[config.mk]
export PLATFORM = sky130hd
export DESIGN_NAME = mouse_motion_packetizer_top_flat
export DESIGN_NICKNAME = d
export VERILOG_FILES = /design/src/hw/rtl/mmp_pkg.sv /design/src/hw/rtl/mmp_in_if.sv /design/src/hw/rtl/mmp_out_if.sv /design/src/hw/rtl/mouse_motion_packetizer_top.sv /design/src/flat_wrapper.sv
export VERILOG_INCLUDE_DIRS = /design/src /design/src/hw/rtl
export SDC_FILE = /design/constraint.sdc
export NUM_CORES = 1
export LEC_CHECK = 0
export ABC_AREA = 1
export BUFFER_PORTS_ARGS = -buffer_cell sky130_fd_sc_hd__buf_2
export CAP_MARGIN = 20
export CORE_ASPECT_RATIO = 0.5
export CORE_MARGIN = 10
export CORE_UTILIZATION = 46
export DETAILED_ROUTE_END_ITERATION = 10
export GPL_TIMING_DRIVEN = 0
export PLACE_DENSITY = 0.71
export SLEW_MARGIN = 0
export SYNTH_ARGS = -nofsm -noshare
export SYNTH_HDL_FRONTEND = slang
export SYNTH_SLANG_ARGS = --single-unit
[constraint.sdc]
create_clock -name i_clk -period 8.8 [get_ports i_clk]
set_input_delay 1.76 -clock i_clk [delete_from_list [all_inputs] [get_ports i_clk]]
set_output_delay 1.76 -clock i_clk [all_outputs]
set_load 0.02 [all_outputs]
[src/hw/rtl/mouse_motion_packetizer_top_assert.svh]
// ---------------------------------------------------------------------------
// Assertion macros for the mouse motion packetizer
// Checks are written against i_clk and are disabled while i_rst_n is low.
// ---------------------------------------------------------------------------
`ifndef MOUSE_MOTION_PACKETIZER_TOP_ASSERT_SVH
`define MOUSE_MOTION_PACKETIZER_TOP_ASSERT_SVH

// same-cycle implication
`define MMP_ASSERT_NOW(lbl, ante, cons, msg) \
    lbl: assert property (@(posedge i_clk) disable iff (!i_rst_n) (ante) |-> (cons)) \
        else $error(msg);

// next-cycle implication
`define MMP_ASSERT_NEXT(lbl, ante, cons, msg) \
    lbl: assert property (@(posedge i_clk) disable iff (!i_rst_n) (ante) |=> (cons)) \
        else $error(msg);

`endif

[src/hw/rtl/mmp_pkg.sv]
// ---------------------------------------------------------------------------
// mmp_pkg
// Types, constants, microcode table and helper functions of the packetizer.
// ---------------------------------------------------------------------------
package mmp_pkg;

    localparam int COORD_BITS = 12;
    localparam int PEND_W     = COORD_BITS + 1;

    typedef logic [COORD_BITS-1:0]    t_coord;
    typedef logic signed [PEND_W-1:0] t_pend;

    localparam t_pend CHUNK_MAX = t_pend'(255);

    localparam logic [1:0] KIND_MOTION  = 2'd0;
    localparam logic [1:0] KIND_PRESS   = 2'd1;
    localparam logic [1:0] KIND_RELEASE = 2'd2;

    localparam logic [2:0] BTN_LEFT   = 3'd1;
    localparam logic [2:0] BTN_MIDDLE = 3'd2;
    localparam logic [2:0] BTN_RIGHT  = 3'd3;
    localparam logic [2:0] BTN_UP     = 3'd4;
    localparam logic [2:0] BTN_DOWN   = 3'd5;

    localparam logic [7:0] FLAG_SIGNY  = 8'h20;
    localparam logic [7:0] FLAG_SIGNX  = 8'h10;
    localparam logic [7:0] FLAG_MIDDLE = 8'h04;
    localparam logic [7:0] FLAG_RIGHT  = 8'h02;
    localparam logic [7:0] FLAG_LEFT   = 8'h01;

    localparam logic [7:0] WHEEL_UP   = 8'hff;
    localparam logic [7:0] WHEEL_DOWN = 8'h01;
    localparam logic [7:0] WHEEL_IDLE = 8'h00;

    localparam logic [7:0] BYTE_POS_MAX = 8'hff;
    localparam logic [7:0] BYTE_NEG_MAX = 8'h01;

    typedef logic [1:0] t_step;

    localparam t_step STEP_IDLE  = 2'd0;
    localparam t_step STEP_CHECK = 2'd1;
    localparam t_step STEP_EMIT  = 2'd2;

    typedef enum logic [1:0] {
        COND_REQ,
        COND_EMPTY,
        COND_DONE
    } t_cond;

    typedef struct packed {
        logic  accept;
        logic  emit;
        t_cond cond;
        t_step jmp_true;
        t_step jmp_false;
    } t_uop;

    typedef struct packed {
        logic [7:0] mv;
        t_pend      rest;
    } t_chunk;

    function automatic t_uop uop_rom(input t_step step);
        t_uop u;
        unique case (step)
            STEP_IDLE:  u = '{accept: 1'b1, emit: 1'b0, cond: COND_REQ,
                              jmp_true: STEP_CHECK, jmp_false: STEP_IDLE};
            STEP_CHECK: u = '{accept: 1'b0, emit: 1'b0, cond: COND_EMPTY,
                              jmp_true: STEP_IDLE, jmp_false: STEP_EMIT};
            STEP_EMIT:  u = '{accept: 1'b0, emit: 1'b1, cond: COND_DONE,
                              jmp_true: STEP_IDLE, jmp_false: STEP_EMIT};
            default:    u = '{accept: 1'b0, emit: 1'b0, cond: COND_EMPTY,
                              jmp_true: STEP_IDLE, jmp_false: STEP_IDLE};
        endcase
        return u;
    endfunction

    function automatic logic [7:0] button_mask(input logic [2:0] btn);
        logic [7:0] m;
        case (btn)
            BTN_LEFT:   m = FLAG_LEFT;
            BTN_MIDDLE: m = FLAG_MIDDLE;
            BTN_RIGHT:  m = FLAG_RIGHT;
            default:    m = 8'h00;
        endcase
        return m;
    endfunction

    function automatic t_chunk take_chunk(input t_pend p);
        t_chunk c;
        if (p < -CHUNK_MAX) begin
            c.mv   = BYTE_NEG_MAX;
            c.rest = p + CHUNK_MAX;
        end else if (p > CHUNK_MAX) begin
            c.mv   = BYTE_POS_MAX;
            c.rest = p - CHUNK_MAX;
        end else begin
            c.mv   = p[7:0];
            c.rest = '0;
        end
        return c;
    endfunction

endpackage

[src/hw/rtl/mmp_in_if.sv]
// ---------------------------------------------------------------------------
// mmp_in_if
// Pointer event channel: valid/ready handshake with the event fields.
// ---------------------------------------------------------------------------
interface mmp_in_if;
    logic                  valid;
    logic                  ready;
    logic [1:0]            kind;
    mmp_pkg::t_coord       pos_x;
    mmp_pkg::t_coord       pos_y;
    logic [2:0]            button;

    modport source (output valid, output kind, output pos_x, output pos_y,
                    output button, input ready);
    modport sink   (input valid, input kind, input pos_x, input pos_y,
                    input button, output ready);
endinterface

[src/hw/rtl/mmp_out_if.sv]
// ---------------------------------------------------------------------------
// mmp_out_if
// Mouse packet channel: valid/ready handshake with the four packet bytes.
// ---------------------------------------------------------------------------
interface mmp_out_if;
    logic       valid;
    logic       ready;
    logic [7:0] status_byte;
    logic [7:0] move_x_byte;
    logic [7:0] move_y_byte;
    logic [7:0] wheel_byte;
    logic       last_packet;

    modport source (output valid, output status_byte, output move_x_byte,
                    output move_y_byte, output wheel_byte, output last_packet,
                    input ready);
    modport sink   (input valid, input status_byte, input move_x_byte,
                    input move_y_byte, input wheel_byte, input last_packet,
                    output ready);
endinterface

[src/hw/rtl/mouse_motion_packetizer_top.sv]
// ---------------------------------------------------------------------------
// mouse_motion_packetizer_top
// Turns pointer events into four-byte mouse packets with a wheel byte.
// ---------------------------------------------------------------------------
// Usage:
//   i_evt carries one pointer event per request: absolute motion, button
//   press or button release. o_pkt carries one mouse packet per request;
//   last_packet marks the final packet caused by an event.
//   A small microcode table steps the datapath: wait for an event, check
//   for pending work, then emit packets from a single emit step.
//   After an accepted event the check step runs, then the emit step loads
//   the output register. Throughput: one packet per cycle while o_pkt is
//   ready; an event yields up to 17 packets (a full-range move chopped
//   into steps of 255), and an event with no pending work yields none.
//   i_evt.ready is high only in the wait step.
//   A stalled receiver holds the output register and the emit step; no
//   packet is lost or repeated.
//   Reset clears position, pending movement, buttons, wheel and change
//   flag; no packet is valid after reset.
// ---------------------------------------------------------------------------
module mouse_motion_packetizer_top (
    input  logic      i_clk,
    input  logic      i_rst_n,
    mmp_in_if.sink    i_evt,
    mmp_out_if.source o_pkt
);

    mmp_pkg::t_step  r_step,   n_step;
    mmp_pkg::t_coord r_prev_x, n_prev_x;
    mmp_pkg::t_coord r_prev_y, n_prev_y;
    mmp_pkg::t_pend  r_pend_x, n_pend_x;
    mmp_pkg::t_pend  r_pend_y, n_pend_y;
    logic [7:0]      r_status, n_status;
    logic [7:0]      r_wheel,  n_wheel;
    logic            r_change, n_change;

    logic            r_out_valid;
    logic [7:0]      r_out_status;
    logic [7:0]      r_out_x;
    logic [7:0]      r_out_y;
    logic [7:0]      r_out_wheel;
    logic            r_out_last;

    mmp_pkg::t_uop   w_uop;
    mmp_pkg::t_chunk w_cx;
    mmp_pkg::t_chunk w_cy;
    mmp_pkg::t_pend  w_dx;
    mmp_pkg::t_pend  w_dy;
    mmp_pkg::t_pend  w_mx;
    mmp_pkg::t_pend  w_my;
    logic            w_req;
    logic            w_out_free;
    logic            w_emit;
    logic            w_empty;
    logic            w_done;
    logic            w_cond;

    assign w_uop       = mmp_pkg::uop_rom(r_step);
    assign i_evt.ready = w_uop.accept;
    assign w_req       = i_evt.valid && w_uop.accept;
    assign w_out_free  = !r_out_valid || o_pkt.ready;
    assign w_emit      = w_uop.emit && w_out_free;

    assign w_cx    = mmp_pkg::take_chunk(r_pend_x);
    assign w_cy    = mmp_pkg::take_chunk(r_pend_y);
    assign w_empty = (r_pend_x == '0) && (r_pend_y == '0) && !r_change;
    assign w_done  = (w_cx.rest == '0) && (w_cy.rest == '0);

    assign w_dx = mmp_pkg::t_pend'({1'b0, i_evt.pos_x}) - mmp_pkg::t_pend'({1'b0, r_prev_x});
    assign w_dy = mmp_pkg::t_pend'({1'b0, r_prev_y}) - mmp_pkg::t_pend'({1'b0, i_evt.pos_y});
    assign w_mx = r_pend_x + w_dx;
    assign w_my = r_pend_y + w_dy;

    // sequencer: branch on the selected condition
    always_comb begin
        unique case (w_uop.cond)
            mmp_pkg::COND_REQ:   w_cond = w_req;
            mmp_pkg::COND_EMPTY: w_cond = w_empty;
            mmp_pkg::COND_DONE:  w_cond = w_done;
            default:             w_cond = 1'b0;
        endcase
    end

    always_comb begin
        if (w_uop.emit && !w_out_free) begin
            n_step = r_step;
        end else if (w_cond) begin
            n_step = w_uop.jmp_true;
        end else begin
            n_step = w_uop.jmp_false;
        end
    end

    // datapath
    always_comb begin
        n_prev_x = r_prev_x;
        n_prev_y = r_prev_y;
        n_pend_x = r_pend_x;
        n_pend_y = r_pend_y;
        n_status = r_status;
        n_wheel  = r_wheel;
        n_change = r_change;
        if (w_req) begin
            case (i_evt.kind)
                mmp_pkg::KIND_MOTION: begin
                    n_pend_x = w_mx;
                    n_pend_y = w_my;
                    n_status = w_mx[mmp_pkg::PEND_W-1] ? (r_status | mmp_pkg::FLAG_SIGNX)
                                                        : (r_status & ~mmp_pkg::FLAG_SIGNX);
                    n_status = w_my[mmp_pkg::PEND_W-1] ? (n_status | mmp_pkg::FLAG_SIGNY)
                                                        : (n_status & ~mmp_pkg::FLAG_SIGNY);
                    n_prev_x = i_evt.pos_x;
                    n_prev_y = i_evt.pos_y;
                end
                mmp_pkg::KIND_PRESS: begin
                    n_change = 1'b1;
                    n_status = r_status | mmp_pkg::button_mask(i_evt.button);
                    if (i_evt.button == mmp_pkg::BTN_UP) begin
                        n_wheel = mmp_pkg::WHEEL_UP;
                    end else if (i_evt.button == mmp_pkg::BTN_DOWN) begin
                        n_wheel = mmp_pkg::WHEEL_DOWN;
                    end
                end
                mmp_pkg::KIND_RELEASE: begin
                    n_change = 1'b1;
                    n_status = r_status & ~mmp_pkg::button_mask(i_evt.button);
                    if (i_evt.button == mmp_pkg::BTN_UP ||
                        i_evt.button == mmp_pkg::BTN_DOWN) begin
                        n_wheel = mmp_pkg::WHEEL_IDLE;
                    end
                end
                default: begin
                end
            endcase
        end else if (w_emit) begin
            n_pend_x = w_cx.rest;
            n_pend_y = w_cy.rest;
            n_change = 1'b0;
        end
    end

    always_ff @(posedge i_clk) begin
        if (!i_rst_n) begin
            r_step   <= mmp_pkg::STEP_IDLE;
            r_prev_x <= '0;
            r_prev_y <= '0;
            r_pend_x <= '0;
            r_pend_y <= '0;
            r_status <= '0;
            r_wheel  <= '0;
            r_change <= 1'b0;
        end else begin
            r_step   <= n_step;
            r_prev_x <= n_prev_x;
            r_prev_y <= n_prev_y;
            r_pend_x <= n_pend_x;
            r_pend_y <= n_pend_y;
            r_status <= n_status;
            r_wheel  <= n_wheel;
            r_change <= n_change;
        end
    end

    // output register
    always_ff @(posedge i_clk) begin
        if (!i_rst_n) begin
            r_out_valid <= 1'b0;
        end else if (w_emit) begin
            r_out_valid <= 1'b1;
        end else if (o_pkt.ready) begin
            r_out_valid <= 1'b0;
        end
    end

    always_ff @(posedge i_clk) begin
        if (w_emit) begin
            r_out_status <= r_status;
            r_out_x      <= w_cx.mv;
            r_out_y      <= w_cy.mv;
            r_out_wheel  <= r_wheel;
            r_out_last   <= w_done;
        end
    end

    assign o_pkt.valid       = r_out_valid;
    assign o_pkt.status_byte = r_out_status;
    assign o_pkt.move_x_byte = r_out_x;
    assign o_pkt.move_y_byte = r_out_y;
    assign o_pkt.wheel_byte  = r_out_wheel;
    assign o_pkt.last_packet = r_out_last;

`include "mouse_motion_packetizer_top_assert.svh"

    `MMP_ASSERT_NOW(a_req_when_drained, w_req,
        (r_pend_x == '0) && (r_pend_y == '0) && !r_change,
        "event request while packets are still pending")
    `MMP_ASSERT_NOW(a_emit_has_work, r_step == mmp_pkg::STEP_EMIT,
        !w_empty, "emit step with nothing pending")
    `MMP_ASSERT_NEXT(a_last_ends_event, w_emit && w_done,
        r_step == mmp_pkg::STEP_IDLE, "sequencer did not return after last packet")
    `MMP_ASSERT_NEXT(a_stall_holds_step, w_uop.emit && !w_out_free,
        r_step == mmp_pkg::STEP_EMIT, "emit step left while output stalled")

endmodule

[src/flat_wrapper.sv]
// flat-port wrapper written by rule: the top's interface ports become plain ports
module mouse_motion_packetizer_top_flat 
  (i_clk, i_rst_n, i_evt_valid, i_evt_kind, i_evt_pos_x, i_evt_pos_y, i_evt_button, i_evt_ready, o_pkt_valid, o_pkt_status_byte, o_pkt_move_x_byte, o_pkt_move_y_byte, o_pkt_wheel_byte, o_pkt_last_packet, o_pkt_ready);
  mmp_in_if i_evt_i ();
  mmp_out_if o_pkt_i ();
  input  logic i_clk;
  input  logic i_rst_n;
  input wire logic [$bits(i_evt_i.valid)-1:0] i_evt_valid;
  input wire logic [$bits(i_evt_i.kind)-1:0] i_evt_kind;
  input wire logic [$bits(i_evt_i.pos_x)-1:0] i_evt_pos_x;
  input wire logic [$bits(i_evt_i.pos_y)-1:0] i_evt_pos_y;
  input wire logic [$bits(i_evt_i.button)-1:0] i_evt_button;
  output wire logic [$bits(i_evt_i.ready)-1:0] i_evt_ready;
  output wire logic [$bits(o_pkt_i.valid)-1:0] o_pkt_valid;
  output wire logic [$bits(o_pkt_i.status_byte)-1:0] o_pkt_status_byte;
  output wire logic [$bits(o_pkt_i.move_x_byte)-1:0] o_pkt_move_x_byte;
  output wire logic [$bits(o_pkt_i.move_y_byte)-1:0] o_pkt_move_y_byte;
  output wire logic [$bits(o_pkt_i.wheel_byte)-1:0] o_pkt_wheel_byte;
  output wire logic [$bits(o_pkt_i.last_packet)-1:0] o_pkt_last_packet;
  input wire logic [$bits(o_pkt_i.ready)-1:0] o_pkt_ready;
  assign i_evt_i.valid = i_evt_valid;
  assign i_evt_i.kind = i_evt_kind;
  assign i_evt_i.pos_x = i_evt_pos_x;
  assign i_evt_i.pos_y = i_evt_pos_y;
  assign i_evt_i.button = i_evt_button;
  assign i_evt_ready = i_evt_i.ready;
  assign o_pkt_valid = o_pkt_i.valid;
  assign o_pkt_status_byte = o_pkt_i.status_byte;
  assign o_pkt_move_x_byte = o_pkt_i.move_x_byte;
  assign o_pkt_move_y_byte = o_pkt_i.move_y_byte;
  assign o_pkt_wheel_byte = o_pkt_i.wheel_byte;
  assign o_pkt_last_packet = o_pkt_i.last_packet;
  assign o_pkt_i.ready = o_pkt_ready;
  mouse_motion_packetizer_top u_core (.i_clk(i_clk), .i_rst_n(i_rst_n), .i_evt(i_evt_i), .o_pkt(o_pkt_i));
endmodule
# --- Word level (Yosys, flattened, before mapping) ---
# Cells that the tools add are included.
word_totals:
  reg_bits: 103
  in_bits: 33
  output_inout_bits: 35
  wordCells: 106
op_classes:
  add_sub_neg: 8
  magnitude_cmp: 4
  eq_ne: 15
  muxes: 30
  n_bitwise: 3
  n_reduce_logical: 30
ops:
  columns: ["op", "count"]
  rows:
  - ["two-way mux 13 bit", 8]
  - ["two-way mux 8 bit", 7]
  - ["logical NOT 13 bit", 4]
  - ["case mux 8 bit (3 select lines)", 2]
  - ["two-way mux 21 bit", 2]
  - ["adder 13 bit", 2]
  - ["adder 13 x 9 -> 13 bit (second input constant)", 2]
  - ["> comparator 13 x 9 -> 1 bit (second input constant)", 2]
  - ["< comparator 13 x 9 -> 1 bit (second input constant)", 2]
  - ["subtractor 12 x 12 -> 13 bit", 2]
  - ["subtractor 13 x 9 -> 13 bit (second input constant)", 2]
  - ["case mux 8 bit (2 select lines)", 1]
  - ["case mux 3 bit (3 select lines)", 1]
  - ["bitwise AND 8 bit", 1]
  - ["inverter 8 bit", 1]
  - ["bitwise OR 8 bit", 1]
  - ["AND reduction 2 bit", 4]
  - ["equality test 2 x 1 -> 1 bit (second input constant)", 3]
  - ["equality test 2 bit (second input constant)", 3]
  - ["equality test 3 x 2 -> 1 bit (second input constant)", 2]
  - ["equality test 3 bit (second input constant)", 2]
  - ["logical AND 1 bit", 6]
  - ["logical NOT 2 bit", 3]
  - ["two-way mux 6 bit", 1]
  - ["14 further kinds", 26]

# --- Longest topological paths before layout ---
depth:
  word_depth: 7
  mapped_depth: 20
  depth_no_buf: 19

# --- Worst setup path before layout ---
# OpenSTA, ideal clock, no wires.
synth_timing:
  path_kind: "in2reg"
  startpoint: "input port i_evt_pos_x[1]"
  endpoint: "register u_core.r_pend_x[10]"
  setup_time_ns: 0.128
  t_arrival_ns: 3.906
  t_required_ns: 8.672
  path_slack_ns: 4.766
  path_stages: 11
  path_buffers: 0
  path_cell_list: "inv_1 -> fa_1 -> fa_1 -> o21ai_0 -> a21oi_1 -> o21ai_0 -> a31oi_1 -> xor2_1 -> nand2_1 -> o21ai_0 -> a21oi_1"
synth_via:
  elab_chain_len: 4
synth_rtl:
  columns: ["item", "line", "source"]
  rows:
  - ["start: declaration", "flat_wrapper.sv:10", "input wire logic [$bits(i_evt_i.pos_x)-1:0] i_evt_pos_x;"]
  - ["subtractor 12 x 12 -> 13 bit", "mouse_motion_packetizer_top.sv:69", "assign w_dx = mmp_pkg::t_pend'({1'b0, i_evt.pos_x}) - mmp_pkg::t_pend'({1'b0, r_prev_x});"]
  - ["adder 13 bit", "mouse_motion_packetizer_top.sv:71", "assign w_mx = r_pend_x + w_dx;"]
  - ["two-way mux 13 bit", "mouse_motion_packetizer_top.sv:104", "case (i_evt.kind)"]
  - ["two-way mux 13 bit", "mouse_motion_packetizer_top.sv:103", "if (w_req) begin"]
  - ["end signal: assignment", "mouse_motion_packetizer_top.sv:156", "r_pend_x <= n_pend_x;"]
  - ["end: declaration", "mouse_motion_packetizer_top.sv:31", "mmp_pkg::t_pend r_pend_x, n_pend_x;"]
# No other way between the ends. The select of a mux whose other input is x is not followed.
# A chain may end at the register's enable or synchronous reset.

# --- Worst setup path in the final report ---
# Same ends and word-level chain as after synthesis.

==> metrics <==
run status=complete, no violations; nature of the critical path startpoint=input pin; number of DRC violations after detailed-routing iteration 0=around 570; sequential cell area=1940 um^2; number of antenna violations at the first check in global routing=0; number of hold-repair buffers added at the cts stage=0; Worst Path Class, Setup=in2reg; Die Span X=194 um; Syn Area/Cell=6.93 um^2; setup_tns=0 ns; count of different cell masters after synthesis=46; Pre-Repair DR Iteration Count=5; Max-Slew Margin vs Limit=31.5%; routability congestion estimate from global placement=0.961; via count of the first global-routing pass=6343; timing-limited maximum frequency=0.232 GHz; hold_sp=u_core.r_status[5]; vias=6698; power per cell area=263 nW/um^2; DR vias/cell=5.24; worst-margin pin slew=1.03 ns; initial standard-cell utilization of the core=47.5%; Ports=68; post-placement cell count=1262; number of fillers in the final layout=around 1.5k; max-cap violation count=0; number of nets with antenna violations after detailed routing=0; number of buffers and inverters on the critical path=2; Post-synth top flop=sky130_fd_sc_hd__dfxtp_1; cts repair resizes=0; maximum resistive drop on vdd=105 uV; post-synthesis async set-or-reset flop share=0%; floorplan core area=14600 um^2; synthesized cell area=about 6900 um^2; first-pass GRT wire length=32600 um; Area Growth Syn to Fin=12.4%; crit path capture type=flop; Leakage Power=3.84 nW; CTS H-Tree Depth=3; instance count of the mapped netlist=999; grt ovf=0; Max FO, Critical Path=3; Setup crit start=i_evt_pos_x[1]; Total Routed Length=20100 um; final hold violation count=0; worst path required time=9.01 ns; Die Outline Area=around 21000 um^2; GRT Overall Usage=19.0%; Chip Height=107 um; fraction of final layout cells with drive strength greater than 1=a little under an eighth; origin of the critical flop-to-flop path=u_core.r_pend_y[5]; final instance count without filler cells=1278; cell at the root of the clock tree=sky130_fd_sc_hd__clkbuf_16; HPWL after detailed placement=15900 um; pin count of the biggest net entering global routing=25; area used by multi-input combinational logic=4080 um^2; flop and latch count out of synthesis=85; Slew Limit Fails=0; final core utilization=between 50% and 60%; peak per-stage delay on the critical path=between 0.5 and 0.6 ns; Net count, final=1172; clock transition at the registers of the reported paths=0.06 ns; cell occurring most often along the worst timing path=sky130_fd_sc_hd__o21ai_0; kind of cell with the highest combined delay on the critical path=compound AO/OA/AOI/OAI gates; count of warnings emitted by yosys=0; period utilisation layout=between 40% and 50%; worst min-delay path category=reg2reg; number of flops mapped to enable cells by yosys=24; portion of the post-synthesis area used by sequential elements=28.0%; worst-case hold slack=0.431 ns; number of input and output port buffers inserted=63; # clock sinks=85; Inserted Clock Buffers=9; arrival time reported for the critical path endpoint=4.53 ns; final critical path time including I/O delays and setup=roughly 4.3 ns; post-CTS setup-driven buffer insertion count=0; Critical Path, Cell by Cell=buf_2 > inv_1 > fa_1 > fa_1 > o21ai_0 > a21oi_1 > o21ai_0 > a31oi_1 > xor2_1 > nand2_1 > o21ai_0 > a21oi_1; average routed wire per standard cell=15.7 um; RSZ-0062 raised after global routing=no; row count=31; Clock Tree Buf Depth=2; DRC=0; worst skew pair latency=0.35 ns; TritonCTS clock tree=yes; number of endpoints failing setup at the final stage=0; final antenna diode count=0; worst clock skew on the final layout=0.0100 ns; slowest CP cell=sky130_fd_sc_hd__fa_1
-- worst paths after layout --
kind              slack, ns                          end  cells after the start
hold / removal         0.43  u_core.o_pkt.status_byte[5]                      0
setup / recovery       4.48          u_core.r_pend_x[10]                     12
hold reg to reg        0.43  u_core.o_pkt.status_byte[5]                      0
setup reg to reg       5.41          u_core.r_pend_y[10]                     15
-- where the power goes --
part,switching [mW],total (mW),internal (mW)
logic,0.765,1.15,0.382
clock network,0.164,0.382,0.218
registers,0.0373,0.517,0.479
total,0.966,2.05,1.08
-- stage by stage --
| step | setup slack, ns | area, um^2 | total power, mW |
|---|---|---|---|
| 2_1_floorplan | 4.77 | 6930 | 1.35 |
| 3_3_place_gp | 4.23 | 7490 | 1.63 |
| 3_5_place_dp | 4.23 | 7490 | 1.65 |
| 4_1_cts | 4.55 | 7780 | 2.04 |
| 5_1_grt | 4.35 | 7780 | 2.22 |
| 6_report | 4.48 | 7780 | 2.05 |
-- registers in the layout (all words and copies together) (netlist names), 2 cells and up --
signal and cells:
u_core.r_step 2, u_core.r_prev_x 12, u_core.o_pkt.move_y_byte 8, u_core.r_pend_y 13, u_core.o_pkt.move_x_byte 8, u_core.r_pend_x 13
u_core.r_wheel 2, u_core.o_pkt.status_byte 5, u_core.r_prev_y 12, u_core.r_status 5, u_core.o_pkt.wheel_byte 2
-- cell usage in the layout (no fill, tap or decap), drive strengths merged, types with 2 or more instances in the layout --
cell type    n
ha          40
inv        169
or2          2
o21ai       91
clkinv       4
nand2      223
a31oi        5
nand3       58
xor2        24
dfxtp       61
nand4       15
nor4         2
a211oi       2
nand3b       3
a22oi        2
a21o         2
o211ai       9
fa          24
xnor2        8
edfxtp      24
buf         90
nor2        85
clkbuf      27
conb         3
nor3        10
a21oi       88
clkinvlp     2
o2111ai      2
-- metal layers --
metal	global-route usage (%)	share of wire, %
met1	25.2	47
met2	31.8	46
met3	3.11	5.9
met4	4.73	1.4
met5	0	0
-- cell families after synthesis --
group | after synthesis | synth area share (%)
and+or+nand+nor | 399 | 24.9
DFF | 85 | 28.0
xor gates and xnor gates | 32 | 4.05
other | 1 | 0.0542
AOI/OAI and AO/OA | 204 | 15.7
buffers and inverters | 214 | 13.1
adders and majority gates | 64 | 14.2
-- cell usage after synthesis (3+ instances only) --
library cell	instances	area share [%]
sky130_fd_sc_hd__buf_6	5	0.81
sky130_fd_sc_hd__nand3b_1	3	0.33
sky130_fd_sc_hd__a21oi_1	87	6.3
sky130_fd_sc_hd__xnor2_1	8	1.0
sky130_fd_sc_hd__nor2_1	78	4.2
sky130_fd_sc_hd__inv_2	5	0.27
sky130_fd_sc_hd__a31oi_1	5	0.45
sky130_fd_sc_hd__nor3_1	8	0.58
sky130_fd_sc_hd__o211ai_1	9	0.98
sky130_fd_sc_hd__nand3_1	54	3.9
sky130_fd_sc_hd__dfxtp_1	61	18
sky130_fd_sc_hd__fa_1	24	6.9
sky130_fd_sc_hd__nand2_1	221	12
sky130_fd_sc_hd__xor2_1	24	3.0
sky130_fd_sc_hd__nor2_2	6	0.54
sky130_fd_sc_hd__buf_2	7	0.51
sky130_fd_sc_hd__buf_4	13	1.4
sky130_fd_sc_hd__clkbuf_1	18	0.98
sky130_fd_sc_hd__o21ai_0	88	6.4
sky130_fd_sc_hd__nand3_2	3	0.43
sky130_fd_sc_hd__edfxtp_1	24	10
sky130_fd_sc_hd__inv_4	3	0.27
sky130_fd_sc_hd__nand4_1	14	1.3
sky130_fd_sc_hd__inv_1	160	8.7
sky130_fd_sc_hd__ha_1	40	7.2
-- cell type report --
type | count | share of cell area (%)
well taps | 198 | 3.18
multi-input cells | 702 | 52.5
flip-flops and latches | 85 | 24.9
clock inverters | 7 | 0.836
inverters | 169 | 8.24
clock buffers | 9 | 2.89
plain buffers | 45 | 3.39
repair buffers | 63 | 4.05
Power figures use the tool's default switching activity.
